File: config.mk
export PLATFORM = sky130hd
export DESIGN_NAME = float_literal_validator
export DESIGN_NICKNAME = d
export VERILOG_FILES = /design/src/hw/rtl/flv_pkg.sv /design/src/hw/rtl/float_literal_validator.sv
export SDC_FILE = /design/constraint.sdc
export NUM_CORES = 1
export LEC_CHECK = 0
export BUFFER_PORTS_ARGS = -buffer_cell sky130_fd_sc_hd__buf_2
export CAP_MARGIN = 40
export CORE_UTILIZATION = 40
export CTS_BUF_LIST = sky130_fd_sc_hd__clkbuf_8
export DETAILED_ROUTE_END_ITERATION = 8
export GPL_TIMING_DRIVEN = 0
export REMOVE_ABC_BUFFERS = 1
export SLEW_MARGIN = 20
export SYNTH_ARGS = -nofsm -noshare
export SYNTH_HDL_FRONTEND = slang
export SYNTH_SLANG_ARGS = --single-unit
File: constraint.sdc
create_clock -name i_clk -period 3.8 [get_ports i_clk]
set_input_delay 0 -clock i_clk [delete_from_list [all_inputs] [get_ports i_clk]]
set_output_delay 0 -clock i_clk [all_outputs]
set_load 0.03 [all_outputs]
File: src/hw/rtl/flv_pkg.sv
// Package for the float literal validator.
// Holds recogniser state codes, verdict codes and character constants.
// No dependencies.
package flv_pkg;

    typedef enum logic [3:0] {
        ST_START   = 4'd0,
        ST_SIGN    = 4'd1,
        ST_INT     = 4'd2,
        ST_DOT     = 4'd3,
        ST_FRAC    = 4'd4,
        ST_EXP     = 4'd5,
        ST_EXPSIGN = 4'd6,
        ST_EXPDIG  = 4'd7,
        ST_DEAD    = 4'd8
    } t_state;

    typedef logic [1:0] t_verdict;

    localparam t_verdict V_VALID      = 2'd0;
    localparam t_verdict V_INCOMPLETE = 2'd1;
    localparam t_verdict V_INVALID    = 2'd2;

    localparam logic [7:0] CH_NUL   = 8'h00;
    localparam logic [7:0] CH_PLUS  = 8'h2B;
    localparam logic [7:0] CH_MINUS = 8'h2D;
    localparam logic [7:0] CH_DOT   = 8'h2E;
    localparam logic [7:0] CH_ZERO  = 8'h30;
    localparam logic [7:0] CH_NINE  = 8'h39;
    localparam logic [7:0] CH_E_UC  = 8'h45;
    localparam logic [7:0] CH_E_LC  = 8'h65;

endpackage

File: src/hw/rtl/float_literal_validator.sv
// Float literal validator: one character per item, verdict on the NUL item.
// A NUL item's verdict passes from the input register to the result register,
// which raises o_valid; a held verdict can stall it in the input register.
// Throughput: one item per cycle; the input register, recogniser state and
// result register form a single pass, stalled only by a held verdict.
// Reset (synchronous, active low) empties both registers and returns the
// recogniser to its start state. Depends on flv_pkg.
module float_literal_validator
    import flv_pkg::*;
(
    input  logic       i_clk,
    input  logic       i_rst_n,
    input  logic       i_valid,
    output logic       o_stall,
    input  logic [7:0] i_character,
    output logic       o_valid,
    input  logic       i_stall,
    output logic [1:0] o_verdict
);

    logic       r_in_valid;
    logic [7:0] r_in_char;
    t_state     r_state;
    t_state     n_state;
    logic       r_out_valid;
    t_verdict   r_verdict;
    t_verdict   n_verdict;

    logic advance;
    logic is_nul;
    logic is_digit;
    logic is_sign;
    logic is_dot;
    logic is_exp;

    assign is_nul   = (r_in_char == CH_NUL);
    assign is_digit = (r_in_char >= CH_ZERO) && (r_in_char <= CH_NINE);
    assign is_sign  = (r_in_char == CH_PLUS) || (r_in_char == CH_MINUS);
    assign is_dot   = (r_in_char == CH_DOT);
    assign is_exp   = (r_in_char == CH_E_UC) || (r_in_char == CH_E_LC);

    // only a NUL item needs room in the result register
    assign advance = r_in_valid && (!is_nul || !r_out_valid || !i_stall);
    assign o_stall = r_in_valid && !advance;

    always_comb begin
        n_state = ST_DEAD;
        case (r_state)
            ST_START: begin
                if (is_sign)       n_state = ST_SIGN;
                else if (is_digit) n_state = ST_INT;
                else if (is_dot)   n_state = ST_DOT;
            end
            ST_SIGN: begin
                if (is_digit)    n_state = ST_INT;
                else if (is_dot) n_state = ST_DOT;
            end
            ST_INT: begin
                if (is_digit)    n_state = ST_INT;
                else if (is_dot) n_state = ST_FRAC;
                else if (is_exp) n_state = ST_EXP;
            end
            ST_DOT: begin
                if (is_digit) n_state = ST_FRAC;
            end
            ST_FRAC: begin
                if (is_digit)    n_state = ST_FRAC;
                else if (is_exp) n_state = ST_EXP;
            end
            ST_EXP: begin
                if (is_sign)       n_state = ST_EXPSIGN;
                else if (is_digit) n_state = ST_EXPDIG;
            end
            ST_EXPSIGN, ST_EXPDIG: begin
                if (is_digit) n_state = ST_EXPDIG;
            end
            default: n_state = ST_DEAD;
        endcase
        if (is_nul) begin
            n_state = ST_START;
        end
    end

    always_comb begin
        case (r_state)
            ST_INT, ST_FRAC, ST_EXPDIG: n_verdict = V_VALID;
            ST_EXP, ST_EXPSIGN:         n_verdict = V_INCOMPLETE;
            default:                    n_verdict = V_INVALID;
        endcase
    end

    always_ff @(posedge i_clk) begin
        if (!i_rst_n) begin
            r_in_valid  <= 1'b0;
            r_state     <= ST_START;
            r_out_valid <= 1'b0;
        end else begin
            if (!o_stall) begin
                r_in_valid <= i_valid;
            end
            if (advance) begin
                r_state <= n_state;
            end
            if (advance && is_nul) begin
                r_out_valid <= 1'b1;
            end else if (!i_stall) begin
                r_out_valid <= 1'b0;
            end
        end
    end

    always_ff @(posedge i_clk) begin
        if (!o_stall && i_valid) begin
            r_in_char <= i_character;
        end
        if (advance && is_nul) begin
            r_verdict <= n_verdict;
        end
    end

    assign o_valid   = r_out_valid;
    assign o_verdict = r_verdict;

    a_nul_restarts: assert property (@(posedge i_clk) disable iff (!i_rst_n)
        (advance && is_nul) |=> (r_state == ST_START && r_out_valid))
        else $error("NUL item did not restart recogniser or post verdict");

    a_stall_cause: assert property (@(posedge i_clk) disable iff (!i_rst_n)
        o_stall |-> (r_in_valid && is_nul && r_out_valid && i_stall))
        else $error("input stalled without a blocked verdict");

    a_verdict_code: assert property (@(posedge i_clk) disable iff (!i_rst_n)
        o_valid |-> (o_verdict == V_VALID || o_verdict == V_INCOMPLETE ||
                     o_verdict == V_INVALID))
        else $error("verdict code out of range");

    a_held_item: assert property (@(posedge i_clk) disable iff (!i_rst_n)
        (r_in_valid && !advance) |=> (r_in_valid && $stable(r_in_char)))
        else $error("stalled input item lost");

endmodule

[Yosys cells after proc, flatten, opt, wreduce, memory -nomap -nowiden]
Cells that the tools add are included.
Word-level totals
  flip-flop bits (word level): 16
  latch bits: 0
  RAM bits: 0
  memory bits (read-only): 0
  input port bits: 12
  output and inout port bits: 4
  memories kept: 0
Cells by class
  $add $sub $neg: 0
  $mul: 0
  divide/modulo/power cells: 0
  $lt $le $gt $ge: 2
  eq/ne operators: 13
  shift-type cells: 0
  mux-type cells: 15
  bitwise operators: 0
  reduce and logical (&&, ||, !) cells: 19
Operators by type and width (count)
  4-bit two-way mux: 11
  4-bit one-hot mux with 7 select lines: 1
  8-bit by 6-bit equality test with 1-bit output, second input constant: 3
  4-bit by 3-bit equality test with 1-bit output, second input constant: 4
  8-bit by 7-bit equality test with 1-bit output, second input constant: 2
  4-bit by 2-bit equality test with 1-bit output, second input constant: 2
  8-bit by 6-bit greater-or-equal comparator with 1-bit output, second input constant: 1
  8-bit by 6-bit <= comparator with 1-bit output, second input constant: 1
  8-bit zero test: 1
  1-bit logical AND: 5
  1-bit zero test: 5
  4-bit by 1-bit equality test with 1-bit output, second input constant: 1
  4-bit zero test: 1
  1-bit logical OR: 4
  2-bit one-hot mux with 2 select lines: 1
  2-bit OR reduction: 2
  3-bit OR reduction: 1
  1-bit two-way mux: 2
  2-bit by 1-bit inequality test with 1-bit output, second input constant: 1

[Longest topological paths before layout]
  depth after elaboration: 9
  mapped depth: 6
  mapped depth without buffers: 5

[Worst setup path after synthesis]
OpenSTA, ideal clock, no wires.
  path kind: register to register
  from: reg r_in_char[1]
  to: reg r_in_char[0] (enable)
  library setup time: 0.311 ns
  data arrival time: 1.707 ns
  data required time: 3.489 ns
  setup slack: 1.781 ns
  cell stages (with the launch flop): 6
  path buffers: 0
  cell sequence: edfxtp_1 -> nor4_1 -> and3_2 -> nand2_1 -> nor2_1 -> nor2b_1
Between the ends
  longest elaborated chain between the ends: 9
Ends and longest elaborated chain
  start: declaration: line float_literal_validator.sv:22  | logic [7:0] r_in_char;
  start signal: assignment: line float_literal_validator.sv:114  | r_in_char <= i_character;
  8-bit zero test: line float_literal_validator.sv:36  | assign is_nul = (r_in_char == CH_NUL);
  1-bit zero test: line float_literal_validator.sv:43  | assign advance = r_in_valid && (!is_nul || !r_out_valid || !i_stall);
  1-bit logical OR (2 in a row): line float_literal_validator.sv:43
  1-bit logical AND: line float_literal_validator.sv:43
  1-bit zero test: line float_literal_validator.sv:44  | assign o_stall = r_in_valid && !advance;
  1-bit logical AND: line float_literal_validator.sv:44
  named net o_stall: line float_literal_validator.sv:14  | output logic o_stall,
  1-bit zero test: line float_literal_validator.sv:113  | if (!o_stall && i_valid) begin
  1-bit logical AND: line float_literal_validator.sv:113
The timed path passes the listed nets, and every way through them passes these cells.
A chain may end at the register's enable or synchronous reset.

[Final worst setup path]
  from: reg r_in_char[6]
  to: reg r_state[1]
Between the ends
  longest elaborated chain between the ends: 6
  elaborated cells between the ends (all ways): 22
Ends and longest elaborated chain
  8-bit by 6-bit greater-or-equal comparator with 1-bit output, or another cell as far along: line float_literal_validator.sv:37  | assign is_digit = (r_in_char >= CH_ZERO) && (r_in_char <= CH_NINE);
  1-bit logical AND / 4-bit two-way mux (equally long branches): line float_literal_validator.sv:37, float_literal_validator.sv:52, float_literal_validator.sv:56
  4-bit two-way mux, on equally long branches: line float_literal_validator.sv:72, float_literal_validator.sv:75, float_literal_validator.sv:55
  4-bit two-way mux, on equally long branches: line float_literal_validator.sv:71, float_literal_validator.sv:50
  4-bit one-hot mux with 7 select lines: line float_literal_validator.sv:48  | case (r_state)
  4-bit two-way mux: line float_literal_validator.sv:79  | if (is_nul) begin
  end signal: assignment: line float_literal_validator.sv:102  | r_state <= n_state;
  end: declaration: line float_literal_validator.sv:23  | t_state r_state;
Parallel ways exist; a longest one is shown, timed or not.

==> key figures <==
Status
  • Status: complete, no violations

Placement
  • Final GP Congestion: 0.874
  • Final HPWL DP: 1210 um
  • Port Buffer Count: 15
  • Placed instance area: 985 um^2
  • Setup WS pre-CTS: 1790 ps

Critical path
  • R2R cell count: 5
  • Worst Path Buf+Inv: 0
  • Slowest-stage cell, CP: nor4b_1
  • Worst setup endpoint: r_state[1]$_SDFFE_PN0P_
  • Reg2Reg Launch Point: r_in_char[6]$_DFFE_PP_
  • Crit path required time: 3990 ps
  • Critical path startpoint: r_in_char[6]$_DFFE_PP_
  • Startpoint Class: flop
  • R2R setup slack: 1710 ps
  • Worst path arrival time: 2290 ps
  • Cell depth of the worst setup path: 5
  • Worst-path fanout max: 4
  • Worst R2R End: r_state[1]$_SDFFE_PN0P_
  • Delay-heaviest family, CP: simple AND/OR/NAND/NOR gates
  • CP cell instances: or3b_1, nor4b_1, and2b_2, o22ai_1, a221o_2
  • Critical path type: reg2reg
  • Crit end category: flop
  • Max incr delay on CP: 660 ps

Hold path
  • HP Class: in2reg

Power and ir drop
  • Worst vdd ir: 233 uV
  • Switching share of power: 22.8%
  • Logic pwr share: 11.4%
  • Pwr Total: 0.377 mW
  • Leak: 0.424 nW
  • Power per Cell Area: 337 nW/um^2
  • Switching power total: 0.0861 mW
  • Internal power: 0.291 mW
  • Clock power share: 33.9%
  • Flop pwr share: 54.7%

Clock network
  • Num CTS Buffers: 3
  • Clk sink count: 16
  • Clk_lat worst skew: 240 ps
  • # H-tree levels: 1
  • Root Driver: clkbuf_8
  • Clock Tree Buf Depth: 2
  • TritonCTS clock tree: yes
  • Worst-path clk slew: 60 ps

Synthesis
  • Synth top area cells: edfxtp_1, dfxtp_1, nor2_1
  • Area leader, netlist: edfxtp_1
  • Post-synthesis adder-cell area fraction: 0%
  • Mapped Cells: 87
  • Syn avg cell area: 10.4 um^2
  • Sequential element share of the synthesized area: 46.3%
  • Main synth FF type: edfxtp_1
  • Cell area after synthesis: 908 um^2
  • Post-synthesis mux area share: 0%
  • Post-synth ARST share: 0%
  • Flops & latches, synth: 16
  • Share of Yosys cell area claimed by the top area cell type: 33.1%
  • Synth Area in XOR/XNOR: 2.89%
  • Post-synthesis compound-gate area fraction: 18.6%
  • Number of synthesized flops with an enable pin: 10
  • Simple-gate portion of the synthesized area: 28.7%
  • Synth warn: 0
  • Largest family of logic cells by synthesized area: simple AND/OR/NAND/NOR gates
  • Post-synth cell types: 40

STA
  • Fmax: 478 MHz
  • Final Cycle Share: 55.1%
  • Slew HR: 51.1%
  • Setup Viol. Count Final: 0
  • Fin. Hold Viols: 0
  • Final Slew Violations: 0
  • Crit path time final: 2090 ps
  • Hold WS: 27.6 ps
  • Post-route setup slack: 1710 ps
  • Worst Tran Pin Value: 724 ps
  • RSZ-0062 raised after global routing: no
  • Final Skew: 1.17 ps
  • TNS Setup: 0 ps

Route
  • Routed via count: 751
  • Initial DRC count: 18
  • Drt drc: 0
  • Drt pass-1 iters: 4
  • Via density: 5.40
  • Number of routed nets with antenna violations: 0
  • Average wire per standard cell: 12.9 um
  • Final wirelength: 1790 um

Cells and area
  • Area delta synth->final: 23.3%
  • Fillers: 194
  • # diodes: 0
  • Commonest non-fill, non-tap cell in the layout: buf_2
  • Final net count: 125
  • Most frequent cells in the layout: buf_2, edfxtp_1, dlygate4sd3_1
  • Fin area: 1120 um^2
  • Share of layout cells above drive strength 1: 25.9%

Floorplan
  • Site Rows: 16
  • CORE AREA: 2040 um^2
  • IO Count: 16
  • Die height: 49.7 um
  • Initial Util: 44.5%
  • Die footprint: 2470 um^2
  • Die Wd: 49.7 um

Global routing
  • Number of antenna violations at the first check in global routing: 0
  • Met1 usage: 19.3%
  • Global-route usage over all layers: 15.5%
  • Vias in the first global route: 680
  • Gr busiest metal: met2
  • Met3 Usage GRT: 4.01%
  • GR Overflow Total: 0
  • M2 GR Usage: 26.6%
  • First-pass GRT wire length: 2920 um
  • Largest net degree at the start of global routing: 15

Job
  • Max-capacitance violation count: 0
==> layout make-up <==
cell class                      count  area, um^2  share of cell area (%)
Tap cell                           27        33.8                    3.02
Clock inverter                      1        3.75                   0.335
Clock buffer                        3        41.3                    3.69
Multi-Input combinational cell     68         455                    40.7
Timing Repair Buffer               24         165                    14.7
Sequential cell                    16         420                    37.5
==> state kept, by name (all words and copies together) (netlist names) <==
name	flops
r_state	4
o_verdict	2
r_in_valid	1
r_in_char	8
o_valid	1
==> synth_stat cells (3+ instances only) <==
cell type  number
a21oi_1         3
nand2_1         7
nor2b_1         3
o21ai_0         5
a21boi_0        3
nor2_1          8
nor3_1          3
dfxtp_1         6
edfxtp_1       10
==> worst reg2reg max path, stage by stage, from the launching register on <==
cell	delay (ps)
edfxtp_1	390
or3b_1	410
nor4b_1	660
and2b_2	300
o22ai_1	120
a221o_2	160
==> cell families after synthesis <==
kind of cell              Yosys count
DFF                                16
and+or+nand+nor                    42
xor gates and xnor gates            3
AOI/OAI and AO/OA                  23
buffers and inverters               3
==> timing repair <==
action                    CTS  global route
setup buffers               0             0
hold buffers                9             0
hold endpoints to repair    9             0
gates resized for setup     0             0
==> worst min path at each step <==
stage | cells past startpoint | start | slack (ps) | end
after floorplan | 0 | i_character[0] | 100 | r_in_char[0]$_DFFE_PP_
after global placement | 1 | i_character[2] | 180 | r_in_char[2]$_DFFE_PP_
after detailed placement | 1 | i_character[4] | 180 | r_in_char[4]$_DFFE_PP_
after CTS | 2 | i_rst_n | 30 | r_in_valid$_SDFFE_PN0N_
after global routing | 2 | i_rst_n | 50 | r_in_valid$_SDFFE_PN0N_
final | 2 | i_rst_n | 30 | r_in_valid$_SDFFE_PN0N_
==> per-layer routing <==
metal,share of wire [%],up-vias
li1,-,384
met2,46,19
met3,3.9,4
met1,49,344
met5,0,-
met4,1.1,0
==> power by group through the flow <==
stage / Combinational [mW] / Sequential [mW] / Clock (mW)
2_1_floorplan: 0.0251 / 0.207 / 0
3_3_place_gp: 0.0346 / 0.210 / 0
3_5_place_dp: 0.0354 / 0.210 / 0
4_1_cts: 0.0428 / 0.206 / 0.133
5_1_grt: 0.0472 / 0.208 / 0.136
6_report: 0.0428 / 0.207 / 0.128
==> through the flow <==
stage	std cells	utilization, %
floorplan	84	-
global placement	126	48.2
detailed placement	126	48.2
CTS	139	54.8
global route	139	54.8
finish	139	54.8
Power figures use the tool's default switching activity.
